## src/rtl/sag_pkg.sv

```systemverilog
// shared types and constants of the sample acquisition gate
package sag_pkg;

  // request opcodes
  localparam logic [1:0] OP_PACKET = 2'd0;
  localparam logic [1:0] OP_WRITE  = 2'd1;
  localparam logic [1:0] OP_ARM    = 2'd2;
  localparam logic [1:0] OP_NOP    = 2'd3;

  // configuration register indexes
  localparam logic [1:0] REG_MAX_FAST   = 2'd0;
  localparam logic [1:0] REG_PER_TRIG   = 2'd1;
  localparam logic [1:0] REG_WIN_COUNT  = 2'd2;

  // reset value of the per-trigger grant
  localparam logic [23:0] GRANT_DEFAULT = 24'd500;

  // one table entry: count in the upper bits, raw period in the lower bits
  localparam int ENTRY_W = 40;

  typedef struct packed {
    logic [23:0] max_fast_points;
    logic [23:0] points_per_trigger;
    logic [3:0]  window_count;
  } cfg_t;

  typedef enum logic [4:0] {
    ST_IDLE,
    ST_DISPATCH,
    ST_FAST_SUM,
    ST_FAST_GRANT,
    ST_FAST_TAKE,
    ST_ADV_READ,
    ST_ADV_EVAL,
    ST_FIN_CHECK,
    ST_FIN_EVAL,
    ST_FIN_ACC,
    ST_SEEK_CHECK,
    ST_SEEK_EVAL,
    ST_SEEK_ACC,
    ST_COUNT,
    ST_DONE
  } state_t;

  typedef enum logic [4:0] {
    CMD_NONE,
    CMD_WRITE,
    CMD_ARM,
    CMD_FAST_SUM,
    CMD_FAST_GRANT,
    CMD_FAST_TAKE,
    CMD_ADV_READ,
    CMD_ADV_STEP,
    CMD_SEEK_NEXT,
    CMD_WALK_READ,
    CMD_WALK_INC,
    CMD_MUL,
    CMD_FIN_ACC,
    CMD_SEEK_START,
    CMD_SEEK_ACC,
    CMD_SEEK_HIT,
    CMD_SEEK_MISS,
    CMD_COUNT,
    CMD_OUTPUT
  } dp_cmd_t;

  typedef struct packed {
    logic [1:0] op;
    logic       hit;
    logic       walk_lt;
    logic       cur_lt;
    logic       ent_delay;
    logic       ent_sched;
    logic       ent_more;
    logic       out_free;
  } dp_status_t;

endpackage

```

## src/rtl/sag_req_if.sv

```systemverilog
// request channel: packets, window writes and arm commands
interface sag_req_if;
  logic               valid;
  logic               ready;
  logic [1:0]         opcode;
  logic [31:0]        packet_time;
  logic               fast_trigger;
  logic [2:0]         window_index;
  logic [15:0]        window_samples;
  logic signed [23:0] window_period;

  modport source (
    output valid, opcode, packet_time, fast_trigger, window_index, window_samples,
           window_period,
    input  ready
  );
  modport sink (
    input  valid, opcode, packet_time, fast_trigger, window_index, window_samples,
           window_period,
    output ready
  );
endinterface

```

## src/rtl/sag_rsp_if.sv

```systemverilog
// result channel: store decision and counters
interface sag_rsp_if;
  logic        valid;
  logic        ready;
  logic        store;
  logic [31:0] stored_count;
  logic [23:0] fast_points_left;

  modport source (
    output valid, store, stored_count, fast_points_left,
    input  ready
  );
  modport sink (
    input  valid, store, stored_count, fast_points_left,
    output ready
  );
endinterface

```

## src/rtl/sag_ram.sv

```systemverilog
// generic single write port ram with registered read
module sag_ram #(
  parameter int WIDTH = 8,
  parameter int DEPTH = 8,
  localparam int AW = (DEPTH > 1) ? $clog2(DEPTH) : 1
) (
  input  logic                  clk,
  input  logic                  we,
  input  logic [AW-1:0]         waddr,
  input  logic [WIDTH-1:0]      wdata,
  input  logic                  re,
  input  logic [AW-1:0]         raddr,
  output logic [WIDTH-1:0]      rdata
);
  logic [WIDTH-1:0] mem [DEPTH];

  // write port
  always_ff @(posedge clk) begin
    if (we) begin
      mem[waddr] <= wdata;
    end
  end

  // registered read port
  always_ff @(posedge clk) begin
    if (re) begin
      rdata <= mem[raddr];
    end
  end
endmodule

```

## src/rtl/sag_cfg.sv

```systemverilog
// apb configuration registers
module sag_cfg (
  input  logic          clk,
  input  logic          rst,
  input  logic          psel,
  input  logic          penable,
  input  logic          pwrite,
  input  logic [3:0]    paddr,
  input  logic [31:0]   pwdata,
  output logic [31:0]   prdata,
  output logic          pready,
  output sag_pkg::cfg_t cfg
);
  logic [1:0] reg_idx;
  logic       wr_en;

  assign pready  = 1'b1;
  assign reg_idx = paddr[3:2];
  assign wr_en   = psel & penable & pwrite & pready;

  // register writes
  always_ff @(posedge clk) begin
    if (rst) begin
      cfg.max_fast_points    <= '0;
      cfg.points_per_trigger <= sag_pkg::GRANT_DEFAULT;
      cfg.window_count       <= '0;
    end else if (wr_en) begin
      case (reg_idx)
        sag_pkg::REG_MAX_FAST:  cfg.max_fast_points    <= pwdata[23:0];
        sag_pkg::REG_PER_TRIG:  cfg.points_per_trigger <= pwdata[23:0];
        sag_pkg::REG_WIN_COUNT: cfg.window_count       <= pwdata[3:0];
        default: ;
      endcase
    end
  end

  // read mux
  always_comb begin
    case (reg_idx)
      sag_pkg::REG_MAX_FAST:  prdata = {8'd0, cfg.max_fast_points};
      sag_pkg::REG_PER_TRIG:  prdata = {8'd0, cfg.points_per_trigger};
      sag_pkg::REG_WIN_COUNT: prdata = {28'd0, cfg.window_count};
      default:                prdata = '0;
    endcase
  end
endmodule

```

## src/rtl/sag_ctrl.sv

```systemverilog
// controller: sequences each request through the datapath
module sag_ctrl (
  input  logic                clk,
  input  logic                rst,
  input  logic                accept,
  input  sag_pkg::dp_status_t status,
  output logic                ready,
  output sag_pkg::dp_cmd_t    cmd
);
  sag_pkg::state_t state, state_next;

  // state register
  always_ff @(posedge clk) begin
    if (rst) begin
      state <= sag_pkg::ST_IDLE;
    end else begin
      state <= state_next;
    end
  end

  assign ready = (state == sag_pkg::ST_IDLE);

  // next state and command
  always_comb begin
    state_next = state;
    cmd        = sag_pkg::CMD_NONE;
    case (state)
      sag_pkg::ST_IDLE: begin
        if (accept) state_next = sag_pkg::ST_DISPATCH;
      end
      sag_pkg::ST_DISPATCH: begin
        case (status.op)
          sag_pkg::OP_PACKET: state_next = sag_pkg::ST_FAST_SUM;
          sag_pkg::OP_WRITE: begin
            cmd        = sag_pkg::CMD_WRITE;
            state_next = sag_pkg::ST_DONE;
          end
          sag_pkg::OP_ARM: begin
            cmd        = sag_pkg::CMD_ARM;
            state_next = sag_pkg::ST_FIN_CHECK;
          end
          default: state_next = sag_pkg::ST_DONE;
        endcase
      end
      sag_pkg::ST_FAST_SUM: begin
        cmd        = sag_pkg::CMD_FAST_SUM;
        state_next = sag_pkg::ST_FAST_GRANT;
      end
      sag_pkg::ST_FAST_GRANT: begin
        cmd        = sag_pkg::CMD_FAST_GRANT;
        state_next = sag_pkg::ST_FAST_TAKE;
      end
      sag_pkg::ST_FAST_TAKE: begin
        cmd        = sag_pkg::CMD_FAST_TAKE;
        state_next = status.hit ? sag_pkg::ST_ADV_READ : sag_pkg::ST_COUNT;
      end
      sag_pkg::ST_ADV_READ: begin
        if (status.cur_lt) begin
          cmd        = sag_pkg::CMD_ADV_READ;
          state_next = sag_pkg::ST_ADV_EVAL;
        end else begin
          cmd        = sag_pkg::CMD_SEEK_NEXT;
          state_next = sag_pkg::ST_SEEK_CHECK;
        end
      end
      sag_pkg::ST_ADV_EVAL: begin
        if (status.ent_more) begin
          cmd        = sag_pkg::CMD_ADV_STEP;
          state_next = sag_pkg::ST_COUNT;
        end else begin
          cmd        = sag_pkg::CMD_SEEK_NEXT;
          state_next = sag_pkg::ST_SEEK_CHECK;
        end
      end
      sag_pkg::ST_FIN_CHECK: begin
        if (status.walk_lt) begin
          cmd        = sag_pkg::CMD_WALK_READ;
          state_next = sag_pkg::ST_FIN_EVAL;
        end else begin
          cmd        = sag_pkg::CMD_SEEK_START;
          state_next = sag_pkg::ST_SEEK_CHECK;
        end
      end
      sag_pkg::ST_FIN_EVAL: begin
        if (status.ent_delay || status.ent_sched) begin
          cmd        = sag_pkg::CMD_MUL;
          state_next = sag_pkg::ST_FIN_ACC;
        end else begin
          cmd        = sag_pkg::CMD_WALK_INC;
          state_next = sag_pkg::ST_FIN_CHECK;
        end
      end
      sag_pkg::ST_FIN_ACC: begin
        cmd        = sag_pkg::CMD_FIN_ACC;
        state_next = sag_pkg::ST_FIN_CHECK;
      end
      sag_pkg::ST_SEEK_CHECK: begin
        if (status.walk_lt) begin
          cmd        = sag_pkg::CMD_WALK_READ;
          state_next = sag_pkg::ST_SEEK_EVAL;
        end else begin
          cmd        = sag_pkg::CMD_SEEK_MISS;
          state_next = sag_pkg::ST_COUNT;
        end
      end
      sag_pkg::ST_SEEK_EVAL: begin
        if (status.ent_delay) begin
          cmd        = sag_pkg::CMD_MUL;
          state_next = sag_pkg::ST_SEEK_ACC;
        end else if (status.ent_sched) begin
          cmd        = sag_pkg::CMD_SEEK_HIT;
          state_next = sag_pkg::ST_COUNT;
        end else begin
          cmd        = sag_pkg::CMD_WALK_INC;
          state_next = sag_pkg::ST_SEEK_CHECK;
        end
      end
      sag_pkg::ST_SEEK_ACC: begin
        cmd        = sag_pkg::CMD_SEEK_ACC;
        state_next = sag_pkg::ST_SEEK_CHECK;
      end
      sag_pkg::ST_COUNT: begin
        cmd        = sag_pkg::CMD_COUNT;
        state_next = sag_pkg::ST_DONE;
      end
      sag_pkg::ST_DONE: begin
        if (status.out_free) begin
          cmd        = sag_pkg::CMD_OUTPUT;
          state_next = sag_pkg::ST_IDLE;
        end
      end
      default: state_next = sag_pkg::ST_IDLE;
    endcase
  end
endmodule

```

## src/rtl/sag_dp.sv

```systemverilog
// datapath: window table, schedule state, fast budget and result register
module sag_dp #(
  parameter int WINDOWS = 8
) (
  input  logic                clk,
  input  logic                rst,
  input  sag_pkg::cfg_t       cfg,
  input  sag_pkg::dp_cmd_t    cmd,
  output sag_pkg::dp_status_t status,
  // request payload
  input  logic                accept,
  input  logic [1:0]          opcode,
  input  logic [31:0]         packet_time,
  input  logic                fast_trigger,
  input  logic [2:0]          window_index,
  input  logic [15:0]         window_samples,
  input  logic [23:0]         window_period,
  // result register
  input  logic                out_ready,
  output logic                out_valid,
  output logic                out_store,
  output logic [31:0]         out_count,
  output logic [23:0]         out_fast
);
  localparam int WCW = $clog2(WINDOWS + 1);
  localparam int CW  = (WCW > 4) ? WCW : 4;
  localparam int AW  = (WINDOWS > 1) ? $clog2(WINDOWS) : 1;

  // captured request
  logic [1:0]  cap_op;
  logic [31:0] cap_time;
  logic        cap_trig;
  logic [2:0]  cap_idx;
  logic [15:0] cap_samples;
  logic [23:0] cap_period;

  // architectural state
  logic [23:0] fast_left;
  logic [23:0] fast_pending;
  logic [CW-1:0] cur_win;
  logic [15:0] sample_in_window;
  logic [31:0] next_time;
  logic [31:0] final_time;
  logic        active;
  logic [31:0] store_counter;
  logic        sflag;

  // table walk
  logic [CW-1:0] widx;
  logic [31:0]   tacc;
  logic [31:0]   prod;

  // table storage
  logic [WINDOWS-1:0]           ent_valid;
  logic                         rd_valid;
  logic [sag_pkg::ENTRY_W-1:0]  ram_q;
  logic [sag_pkg::ENTRY_W-1:0]  ent;
  logic                         ram_we;
  logic                         ram_re;
  logic [AW-1:0]                ram_raddr;
  logic [AW-1:0]                ram_waddr;

  // entry decode
  logic [23:0] ent_raw;
  logic [15:0] ent_cnt;
  logic [23:0] ent_mag;
  logic [39:0] prod_full;
  logic        ent_delay;
  logic        ent_sched;
  logic        ent_more;
  logic [CW-1:0] used;
  logic [23:0] grant;
  logic        idx_ok;

  // capture on accept
  always_ff @(posedge clk) begin
    if (accept) begin
      cap_op      <= opcode;
      cap_time    <= packet_time;
      cap_trig    <= fast_trigger;
      cap_idx     <= window_index;
      cap_samples <= window_samples;
      cap_period  <= window_period;
    end
  end

  // windows in use, clamped to the table size
  assign used = (CW'(cfg.window_count) > CW'(WINDOWS)) ? CW'(WINDOWS) : CW'(cfg.window_count);

  // table write and read control
  assign idx_ok    = (32'(cap_idx) < WINDOWS);
  assign ram_we    = (cmd == sag_pkg::CMD_WRITE) && idx_ok;
  assign ram_waddr = AW'(cap_idx);
  assign ram_re    = (cmd == sag_pkg::CMD_ADV_READ) || (cmd == sag_pkg::CMD_WALK_READ);
  assign ram_raddr = (cmd == sag_pkg::CMD_ADV_READ) ? cur_win[AW-1:0] : widx[AW-1:0];

  sag_ram #(
    .WIDTH (sag_pkg::ENTRY_W),
    .DEPTH (WINDOWS)
  ) u_table (
    .clk   (clk),
    .we    (ram_we),
    .waddr (ram_waddr),
    .wdata ({cap_samples, cap_period}),
    .re    (ram_re),
    .raddr (ram_raddr),
    .rdata (ram_q)
  );

  // written flags; an unwritten entry reads as zero
  always_ff @(posedge clk) begin
    if (rst) begin
      ent_valid <= '0;
      rd_valid  <= 1'b0;
    end else begin
      if (ram_we) ent_valid[ram_waddr] <= 1'b1;
      if (ram_re) rd_valid <= ent_valid[ram_raddr];
    end
  end

  assign ent       = rd_valid ? ram_q : '0;
  assign ent_raw   = ent[23:0];
  assign ent_cnt   = ent[39:24];
  assign ent_delay = ent_raw[23];
  assign ent_mag   = ent_delay ? (24'd0 - ent_raw) : ent_raw;
  assign ent_sched = !ent_delay && (ent_raw != '0) && (ent_cnt != '0);
  assign ent_more  = !ent_delay && (ent_raw != '0) &&
                     ((17'(sample_in_window) + 17'd1) < 17'(ent_cnt));
  assign prod_full = ent_mag * ent_cnt;

  assign grant = (fast_left < cfg.points_per_trigger) ? fast_left : cfg.points_per_trigger;

  // status to the controller
  assign status.op        = cap_op;
  assign status.hit       = active && (cap_time >= next_time) && (cap_time <= final_time);
  assign status.walk_lt   = (widx < used);
  assign status.cur_lt    = (cur_win < used);
  assign status.ent_delay = ent_delay;
  assign status.ent_sched = ent_sched;
  assign status.ent_more  = ent_more;
  assign status.out_free  = !out_valid || out_ready;

  // walk registers
  always_ff @(posedge clk) begin
    case (cmd)
      sag_pkg::CMD_ARM, sag_pkg::CMD_SEEK_START: begin
        widx <= '0;
        tacc <= '0;
      end
      sag_pkg::CMD_SEEK_NEXT: begin
        widx <= cur_win + CW'(1);
        tacc <= next_time;
      end
      sag_pkg::CMD_WALK_INC: widx <= widx + CW'(1);
      sag_pkg::CMD_MUL:      prod <= prod_full[31:0];
      sag_pkg::CMD_FIN_ACC, sag_pkg::CMD_SEEK_ACC: begin
        tacc <= tacc + prod;
        widx <= widx + CW'(1);
      end
      default: ;
    endcase
  end

  // schedule, budget and counter state
  always_ff @(posedge clk) begin
    if (rst) begin
      fast_left        <= '0;
      fast_pending     <= '0;
      cur_win          <= '0;
      sample_in_window <= '0;
      next_time        <= '0;
      final_time       <= '0;
      active           <= 1'b0;
      store_counter    <= '0;
      sflag            <= 1'b0;
    end else begin
      if (accept) sflag <= 1'b0;
      case (cmd)
        sag_pkg::CMD_ARM: begin
          final_time       <= '0;
          cur_win          <= '0;
          sample_in_window <= '0;
          next_time        <= '0;
          store_counter    <= '0;
          fast_left        <= cfg.max_fast_points;
          fast_pending     <= '0;
        end
        sag_pkg::CMD_FAST_SUM: begin
          if (cap_trig) fast_left <= fast_left + fast_pending;
        end
        sag_pkg::CMD_FAST_GRANT: begin
          if (cap_trig) begin
            fast_pending <= grant;
            fast_left    <= fast_left - grant;
          end
        end
        sag_pkg::CMD_FAST_TAKE: begin
          if (fast_pending != '0) fast_pending <= fast_pending - 24'd1;
          sflag <= (fast_pending != '0) || status.hit;
        end
        sag_pkg::CMD_ADV_STEP: begin
          sample_in_window <= sample_in_window + 16'd1;
          next_time        <= next_time + {8'd0, ent_raw};
        end
        sag_pkg::CMD_FIN_ACC: begin
          if (!ent_delay) final_time <= tacc + prod;
        end
        sag_pkg::CMD_SEEK_HIT: begin
          cur_win          <= widx;
          sample_in_window <= '0;
          next_time        <= tacc + {8'd0, ent_raw};
          active           <= 1'b1;
        end
        sag_pkg::CMD_SEEK_MISS: active <= 1'b0;
        sag_pkg::CMD_COUNT: begin
          if (sflag) store_counter <= store_counter + 32'd1;
        end
        default: ;
      endcase
    end
  end

  // result register
  always_ff @(posedge clk) begin
    if (rst) begin
      out_valid <= 1'b0;
    end else if (cmd == sag_pkg::CMD_OUTPUT) begin
      out_valid <= 1'b1;
    end else if (out_ready) begin
      out_valid <= 1'b0;
    end
  end

  always_ff @(posedge clk) begin
    if (cmd == sag_pkg::CMD_OUTPUT) begin
      out_store <= sflag;
      out_count <= store_counter;
      out_fast  <= fast_left;
    end
  end
endmodule

```

## src/rtl/sample_acquisition_gate_unit.sv

```systemverilog
// Sample acquisition gate: per-packet store decision against a window schedule.
// The req channel carries one request at a time: a timestamped packet, a write
// of one window table entry, or an arm for the next pulse. Every request gives
// exactly one result on the rsp channel: the store bit, the stored count since
// arm and the fast budget still to be granted.
// A packet that moves on to a later window and an arm walk the window table one
// entry at a time, since the table has a single read port and one shared
// multiplier forms each window's time span. Arm walks the windows in use twice,
// once on the final-time pass and again on the seek pass. The next request is
// accepted the cycle after a result is loaded.
// Requests are taken one at a time; req.ready is high whenever no request is in
// work, including while a finished result waits in the output register. A stall
// on rsp.ready holds that result and the next request then waits at its end.
// Reset (rst, synchronous) clears the table to zero, disarms the schedule and
// restores the register defaults (grant per trigger 500). The apb port writes
// and reads the three configuration registers at byte addresses 0, 4 and 8.
module sample_acquisition_gate_unit #(
  parameter int WINDOWS = 8
) (
  input  logic        clk,
  input  logic        rst,
  sag_req_if.sink     req,
  sag_rsp_if.source   rsp,
  input  logic        psel,
  input  logic        penable,
  input  logic        pwrite,
  input  logic [3:0]  paddr,
  input  logic [31:0] pwdata,
  output logic [31:0] prdata,
  output logic        pready
);
  sag_pkg::cfg_t       cfg;
  sag_pkg::dp_cmd_t    cmd;
  sag_pkg::dp_status_t status;
  logic                ready;
  logic                accept;

  assign req.ready = ready;
  assign accept    = req.valid && ready;

  // configuration registers
  sag_cfg u_cfg (
    .clk     (clk),
    .rst     (rst),
    .psel    (psel),
    .penable (penable),
    .pwrite  (pwrite),
    .paddr   (paddr),
    .pwdata  (pwdata),
    .prdata  (prdata),
    .pready  (pready),
    .cfg     (cfg)
  );

  // sequencing
  sag_ctrl u_ctrl (
    .clk    (clk),
    .rst    (rst),
    .accept (accept),
    .status (status),
    .ready  (ready),
    .cmd    (cmd)
  );

  // schedule and budget datapath
  sag_dp #(
    .WINDOWS (WINDOWS)
  ) u_dp (
    .clk            (clk),
    .rst            (rst),
    .cfg            (cfg),
    .cmd            (cmd),
    .status         (status),
    .accept         (accept),
    .opcode         (req.opcode),
    .packet_time    (req.packet_time),
    .fast_trigger   (req.fast_trigger),
    .window_index   (req.window_index),
    .window_samples (req.window_samples),
    .window_period  (req.window_period),
    .out_ready      (rsp.ready),
    .out_valid      (rsp.valid),
    .out_store      (rsp.store),
    .out_count      (rsp.stored_count),
    .out_fast       (rsp.fast_points_left)
  );
endmodule

```

## src/flat_wrapper.sv

```systemverilog
// flat-port wrapper written by rule: the top's interface ports become plain ports
module sample_acquisition_gate_unit_flat 
#(
  parameter int WINDOWS = 8
)
  (clk, rst, psel, penable, pwrite, paddr, pwdata, prdata, pready, req_valid, req_opcode, req_packet_time, req_fast_trigger, req_window_index, req_window_samples, req_window_period, req_ready, rsp_valid, rsp_store, rsp_stored_count, rsp_fast_points_left, rsp_ready);
  sag_req_if req_i ();
  sag_rsp_if rsp_i ();
  input  logic clk;
  input  logic rst;
  input  logic psel;
  input  logic penable;
  input  logic pwrite;
  input  logic [3:0] paddr;
  input  logic [31:0] pwdata;
  output logic [31:0] prdata;
  output logic pready;
  input wire logic [$bits(req_i.valid)-1:0] req_valid;
  input wire logic [$bits(req_i.opcode)-1:0] req_opcode;
  input wire logic [$bits(req_i.packet_time)-1:0] req_packet_time;
  input wire logic [$bits(req_i.fast_trigger)-1:0] req_fast_trigger;
  input wire logic [$bits(req_i.window_index)-1:0] req_window_index;
  input wire logic [$bits(req_i.window_samples)-1:0] req_window_samples;
  input wire logic [$bits(req_i.window_period)-1:0] req_window_period;
  output wire logic [$bits(req_i.ready)-1:0] req_ready;
  output wire logic [$bits(rsp_i.valid)-1:0] rsp_valid;
  output wire logic [$bits(rsp_i.store)-1:0] rsp_store;
  output wire logic [$bits(rsp_i.stored_count)-1:0] rsp_stored_count;
  output wire logic [$bits(rsp_i.fast_points_left)-1:0] rsp_fast_points_left;
  input wire logic [$bits(rsp_i.ready)-1:0] rsp_ready;
  assign req_i.valid = req_valid;
  assign req_i.opcode = req_opcode;
  assign req_i.packet_time = req_packet_time;
  assign req_i.fast_trigger = req_fast_trigger;
  assign req_i.window_index = req_window_index;
  assign req_i.window_samples = req_window_samples;
  assign req_i.window_period = req_window_period;
  assign req_ready = req_i.ready;
  assign rsp_valid = rsp_i.valid;
  assign rsp_store = rsp_i.store;
  assign rsp_stored_count = rsp_i.stored_count;
  assign rsp_fast_points_left = rsp_i.fast_points_left;
  assign rsp_i.ready = rsp_ready;
  sample_acquisition_gate_unit #(.WINDOWS(WINDOWS)) u_core (.clk(clk), .rst(rst), .req(req_i), .rsp(rsp_i), .psel(psel), .penable(penable), .pwrite(pwrite), .paddr(paddr), .pwdata(pwdata), .prdata(prdata), .pready(pready));
endmodule
```

## config.mk

```make
export PLATFORM = sky130hd
export DESIGN_NAME = sample_acquisition_gate_unit_flat
export DESIGN_NICKNAME = d
export VERILOG_FILES = /design/src/rtl/sag_pkg.sv /design/src/rtl/sag_req_if.sv /design/src/rtl/sag_rsp_if.sv /design/src/rtl/sag_ram.sv /design/src/rtl/sag_cfg.sv /design/src/rtl/sag_ctrl.sv /design/src/rtl/sag_dp.sv /design/src/rtl/sample_acquisition_gate_unit.sv /design/src/flat_wrapper.sv
export SDC_FILE = /design/constraint.sdc
export NUM_CORES = 2
export LEC_CHECK = 0
export ABC_AREA = 1
export BUFFER_PORTS_ARGS = -buffer_cell sky130_fd_sc_hd__clkbuf_2
export CORE_MARGIN = 3
export CORE_UTILIZATION = 57
export DETAILED_ROUTE_END_ITERATION = 16
export GPL_TIMING_DRIVEN = 1
export PLACE_DENSITY = 0.8
export SLEW_MARGIN = 20
export SYNTH_ARGS = -nofsm -noshare
export SYNTH_HDL_FRONTEND = slang
export SYNTH_SLANG_ARGS = --single-unit
```

## constraint.sdc

```tcl
create_clock -name clk -period 7.54 [get_ports clk]
set_input_delay 0.754 -clock clk [delete_from_list [all_inputs] [get_ports clk]]
set_output_delay 0.754 -clock clk [all_outputs]
set_load 0.1 [all_outputs]
```

### After elaboration in Yosys (flattened, before gate mapping)

Memory sizes are Yosys's and may differ from the RTL's. A register that Yosys moved wholly into a read port is not among the register bits.
Index checks and enable logic that the tools add are counted.

| storage, ports and cells | value |
|---|---|
| memories kept | 1 |
| memory bits (writable) | 320 |
| flip-flop bits (word level) | 436 |

Memory list:

| memory | words | width | read ports | clocked after Yosys merged registers in | write ports | RTL line | text |
|---|---|---|---|---|---|---|---|
| u_core.u_dp.u_table.mem | 8 | 40 | 1 | 1 | 1 | sag_ram.sv:15 | `logic [WIDTH-1:0] mem [DEPTH];` |

| cells by class | value |
|---|---|
| reductions and logical operators | 43 |
| $mul | 1 |
| bitwise operators | 3 |
| order comparisons | 10 |
| eq/ne operators | 43 |
| add/subtract/negate cells | 12 |
| multiplexer cells | 54 |

Operators with widths:

| operator | number |
|---|---|
| one-hot mux 24 bit (3 select lines) | 3 |
| one-hot mux 32 bit (3 select lines) | 2 |
| 2-to-1 mux 24 bit | 6 |
| one-hot mux 32 bit (2 select lines) | 2 |
| == test 5 x 4 -> 1 bit (second input constant) | 15 |
| one-hot mux 5 bit (15 select lines) | 1 |
| one-hot mux 5 bit (14 select lines) | 1 |
| adder 32 x 24 -> 32 bit | 2 |
| 2-to-1 mux 32 bit | 2 |
| nonzero test 24 bit | 2 |
| == test 5 x 3 -> 1 bit (second input constant) | 8 |
| 2-to-1 mux 40 bit | 1 |
| adder 32 x 1 -> 32 bit (second input constant) | 1 |
| adder 32 bit | 1 |
| >= comparator 32 bit | 1 |
| <= comparator 32 bit | 1 |
| multiplier 24 x 16 -> 32 bit | 1 |
| one-hot mux 16 bit (2 select lines) | 1 |
| adder 24 bit | 1 |
| < comparator 24 bit | 1 |
| 2-to-1 mux 3 bit | 8 |
| 2-to-1 mux 4 bit | 6 |
| subtractor 1 x 24 -> 24 bit (first input constant) | 1 |
| subtractor 24 x 1 -> 24 bit (second input constant) | 1 |
| other kinds (39) | 97 |

### Logic depth before layout (Yosys ltp)

| logic depth | value |
|---|---|
| depth in word-level cells | 11 |
| gate-level depth with buffers | 35 |
| mapped depth without buffers | 34 |

### Hierarchy

Synthesis repeated with hierarchy kept, for this count alone.

| unflattened totals | value |
|---|---|
| cells, all modules | 6178 |
| area, all modules | 51917.3 µm² |

Modules (own cells, without submodules):

| module | area each (µm²) | cells an instance | instances | sequential area each (µm²) |
|---|---|---|---|---|
| sag_dp | 33662.3 | 4259 | 1 | 9619.2 |
| sag_ram | 15199.6 | 1441 | 1 | 10810.4 |
| sag_cfg | 2464.9 | 365 | 1 | 1041.0 |
| sag_ctrl | 583.1 | 111 | 1 | 80.1 |
| sample_acquisition_gate_unit | 7.5 | 2 | 1 | 0.0 |

### Least setup slack after synthesis

OpenSTA, ideal clock, no wires.

| path | value |
|---|---|
| path type | in2reg |
| start point | in rsp_ready |
| end point | reg u_core.u_dp.prod[0], enable pin |
| arrival | 7.277 ns |
| slack | -0.250 ns |
| buffers on the path | 0 |
| cell stages on the path | 6 |
| data required time | 7.027 ns |
| cells stage by stage | inv_1 -> a21oi_1 -> nor4_1 -> nand2_1 -> nor2_1 -> nor4b_1 |

| between the ends | value |
|---|---|
| word-level cells in the longest chain between the ends | 4 |

Ends and longest elaborated chain:

| what | RTL line | text |
|---|---|---|
| from (decl) | flat_wrapper.sv:30 | `input wire logic [$bits(rsp_i.ready)-1:0] rsp_ready;` |
| logical OR 1 bit | sag_dp.sv:141 | `assign status.out_free = !out_valid \|\| out_ready;` |
| 2-to-1 mux 5 bit | sag_ctrl.sv:127 | `if (status.out_free) begin` |
| one-hot mux 5 bit (14 select lines) | sag_ctrl.sv:27 | `case (state)` |
| == test 5 x 4 -> 1 bit | sag_dp.sv:145 | `case (cmd)` |
| to (signal assigned) | sag_dp.sv:155 | `sag_pkg::CMD_MUL: prod <= prod_full[31:0];` |
| to (decl) | sag_dp.sv:51 | `logic [31:0] prod;` |

No other way between the ends.
A chain may end at the register's enable or synchronous reset.

### Worst setup path in the final report

| path | value |
|---|---|
| start point | reg u_core.u_dp.rd_valid |
| end point | reg u_core.u_dp.prod[28] (data pin) |

| between the ends | value |
|---|---|
| word-level cells in the longest chain between the ends | 4 |

Ends and longest elaborated chain:

| what | RTL line | text |
|---|---|---|
| from (decl) | sag_dp.sv:55 | `logic rd_valid;` |
| from (signal assigned) | sag_dp.sv:117 | `if (ram_re) rd_valid <= ent_valid[ram_raddr];` |
| 2-to-1 mux 40 bit * | sag_dp.sv:121 | `assign ent = rd_valid ? ram_q : '0;` |
| subtractor 1 x 24 -> 24 bit | sag_dp.sv:125 | `assign ent_mag = ent_delay ? (24'd0 - ent_raw) : ent_raw;` |
| 2-to-1 mux 24 bit | sag_dp.sv:125 |  |
| multiplier 24 x 16 -> 32 bit * | sag_dp.sv:129 | `assign prod_full = ent_mag * ent_cnt;` |
| via u_core.u_dp.prod_full[28] | sag_dp.sv:67 | `logic [39:0] prod_full;` |

Mark *: on every way through the listed nets, which the timed path passes. The rest lies on a longest branch.

==> results.cfg <==
[status]
run_status = finished clean

[cts]
clock_path_buffers = 3
cts_tree = done
hold_buffers = 0
numClockSinks = 795
cts_root_buf = clkbuf_16
h-tree-depth = 3
clk_pin_slew_worst_paths_ns = 0.06
numCtsBuffers = 83
worstSkewPairLatency_ns = 0.68

[finish]
largest_reg_flops = 320
top_regs = u_core.u_dp.u_table.mem (320), u_core.u_cfg.cfg (52), u_core.u_dp.u_table.rdata (40)
n_antenna_cell = 0
layout_common_cells = nand2_1, inv_1, edfxtp_1
max_flop_register = u_core.u_dp.u_table.mem
layout_commonest_cell = nand2_1
fillers = 6854
final_net_count = 6195
syn2layout_area_growth_pct = 10.48
drive_gt1_share_pct = 9.613

[route]
post-route-drc-count = 0
drt_iter0_markers = 3714
via_count = 38779
drt_wl_total_microns = 129600
wl_per_cell_microns = 19.26
first_pass_iters = 6
vias_per_cell = 5.762
ant_nets = 0

[die]
die_w_microns = 299.8
die_h_microns = 299.8
fp.dieArea_sq_um = 89880
start_util_pct = 57.60
io-pin-count = 213
row_count = 107
core_area_sq_um = 85410

[pwr]
p_leak_nw = 22.58
peakVddDrop_uv = 353.8
p_sw_share_pct = 38.39
power.density_nw_per_um2 = 276.4
seqPwrFrac_pct = 37.7
internal_power_w = 0.009257
pwr-share-clk_pct = 26.8
switching_power_w = 0.005768
combPwrFrac_pct = 35.6

[logic_synthesis]
synth.distinct_cells = 65
async_flop_share_pct = 0
yosys_warnings = 0
synth-seq-area-share_pct = 43.80
syn-mean-instance-area_sq_um = 9.215
syn-cell-area_sq_um = 49200
synth_cells = 5339
synth-edff-count = 563
ys_seq_elements = 795
ys.flop_type = edfxtp_1

[place]
io_buffers = 193
gp_congestion = 0.9754
hpwl_microns = 93370
dp_slack_ns = 0.1405

[timing]
fin_setup_tns_ns = 0
timing.hold.ws_ns = 0.2467
fin_skew_ns = 0.06036
timing.final.crit_share_pct = 95.99
relSlewSlack_pct = 28.72
drv_slew = 0
max_clock_freq_mhz = 138.2
fin_ws_ns = 0.3023
worst_pin_slew_ns = 1.063
rsz0062_at_grt = yes
period_needed_ns = 7.238
hold_violations = 0
setup_viol = 0

[flow_run]
maxCapViolations = 0

[global_route]
grt_pass1_vias = 37983
grt_usage_pct = 28.66
grt_first_pass_wirelength_microns = 204400
antenna_found_initial = 1
overflow = 0
grt_start_max_net_pins = 166

[setup_path]
path_max_fanout = 22
cp-start-kind = flop
worstSetupPathType = flop to flop
arrival_ns = 7.63
cp-end-kind = flop
cp.required_ns = 7.93

[hold_path]
hp-class = input pin to flop
## path summary, 6_finish.rpt
check,slack [ns],cells after the start,to,startpoint
max,0.30,27,u_core.u_dp.prod[28]$_DFFE_PN_,u_core.u_dp.rd_valid$_SDFFE_PP0P_
min,0.25,1,u_core.u_dp.cap_period[6]$_DFFE_PP_,req_window_period[6]
max reg2reg,0.30,27,u_core.u_dp.prod[28]$_DFFE_PN_,u_core.u_dp.rd_valid$_SDFFE_PP0P_
min reg2reg,0.46,2,u_core.u_dp.next_time[2]$_SDFFE_PP0P_,u_core.u_dp.next_time[2]$_SDFFE_PP0P_
## power groups by stage
stage / sequential [W] / clock [W] / combinational, W
after floorplan: 0.00562 / 0 / 0.00394
final: 0.00566 / 0.00402 / 0.00535
after CTS: 0.00565 / 0.00407 / 0.00531
after global placement: 0.00572 / 0 / 0.00515
after detailed placement: 0.00574 / 0 / 0.00526
after global routing: 0.00570 / 0.00424 / 0.00602
## repair_timing
item,CTS,global route
resized for setup,0,17
buffers inserted,0,0
setup endpoints to repair,0,13
## stage by stage
| step | util, % | power (W) | cells | instance area [sq um] |
|---|---|---|---|---|
| after floorplan | - | 0.009560 | 5346 | 49230 |
| after global placement | 60.45 | 0.01088 | 6577 | 51630 |
| after detailed placement | 60.45 | 0.01100 | 6577 | 51630 |
| after CTS | 63.58 | 0.01503 | 6730 | 54310 |
| after global routing | 63.64 | 0.01596 | 6730 | 54360 |
| final | 63.64 | 0.01503 | 6730 | 54360 |
## kinds of logic after synthesis
group	count (synthesis)	synth area share [%]
simple gates	1724	14.64
compound gates	1189	13.69
buf+inv	971	7.566
flops	795	43.80
fa+ha+maj	556	18.46
xor+xnor	102	1.831
other cells	2	0.01526
## worst max-delay path, cell delays in order, from the launching register on
cell and delay (ns):
dfxtp_2 0.40, buf_4 0.19, buf_4 0.33, nand2_4 0.09, inv_1 0.22, nor2_1 0.10, nand2_1 0.11, nand2_1 0.10
nand2_1 0.10, xor2_1 0.35, inv_1 0.14, nand2_1 0.11, fa_1 0.44, fa_1 0.56, inv_1 0.06, fa_1 0.48
fa_1 0.51, fa_1 0.49, inv_1 0.05, fa_1 0.47, inv_1 0.04, ha_1 0.35, nand2_1 0.15, nor4_1 0.36
nand2_1 0.12, o211ai_1 0.36, a31oi_1 0.15, xor2_1 0.16
## cells in the mapped netlist, types with 15 or more instances
master | instances | area [sq um]
fa_1 | 283 | 5665
nor3_1 | 55 | 275.3
edfxtp_1 | 563 | 16910
o21a_1 | 19 | 142.6
ha_1 | 273 | 3416
o21bai_1 | 95 | 713.2
inv_1 | 751 | 2819
o21ai_0 | 447 | 2237
o211ai_1 | 41 | 307.8
xnor2_1 | 22 | 192.7
nand2_2 | 25 | 156.4
dfxtp_1 | 232 | 4644
o221ai_1 | 15 | 131.4
clkbuf_1 | 170 | 638.1
nand3_1 | 162 | 810.8
nand4_1 | 35 | 219.0
o22ai_1 | 76 | 475.5
nand2_1 | 848 | 3183
a21oi_1 | 374 | 1872
or2_2 | 32 | 200.2
nor2_1 | 518 | 1944
xor2_1 | 79 | 691.9
a31oi_1 | 52 | 325.3
a211oi_1 | 17 | 127.6
## layer usage
layer / up-vias / global-route usage (%) / routed length (microns)
met1: 18556 / 37.21 / 52170
met4: 2 / 12.84 / 6065
met3: 346 / 4.578 / 10010
li1: 18215 / - / -
met5: - / 0 / 13
met2: 1660 / 47.62 / 61340
## final cells by class
type | instances | area (sq um) | share of cell area, %
multi-input combinational | 3580 | 24110 | 44.36
sequential | 795 | 21550 | 39.65
inverter | 772 | 2908 | 5.349
clock buffer | 114 | 2243 | 4.127
timing repair buffer | 286 | 1679 | 3.089
tap | 1144 | 1431 | 2.633
clock inverter | 39 | 432.9 | 0.7964
No activity file was read; power rests on OpenSTA's default activity.
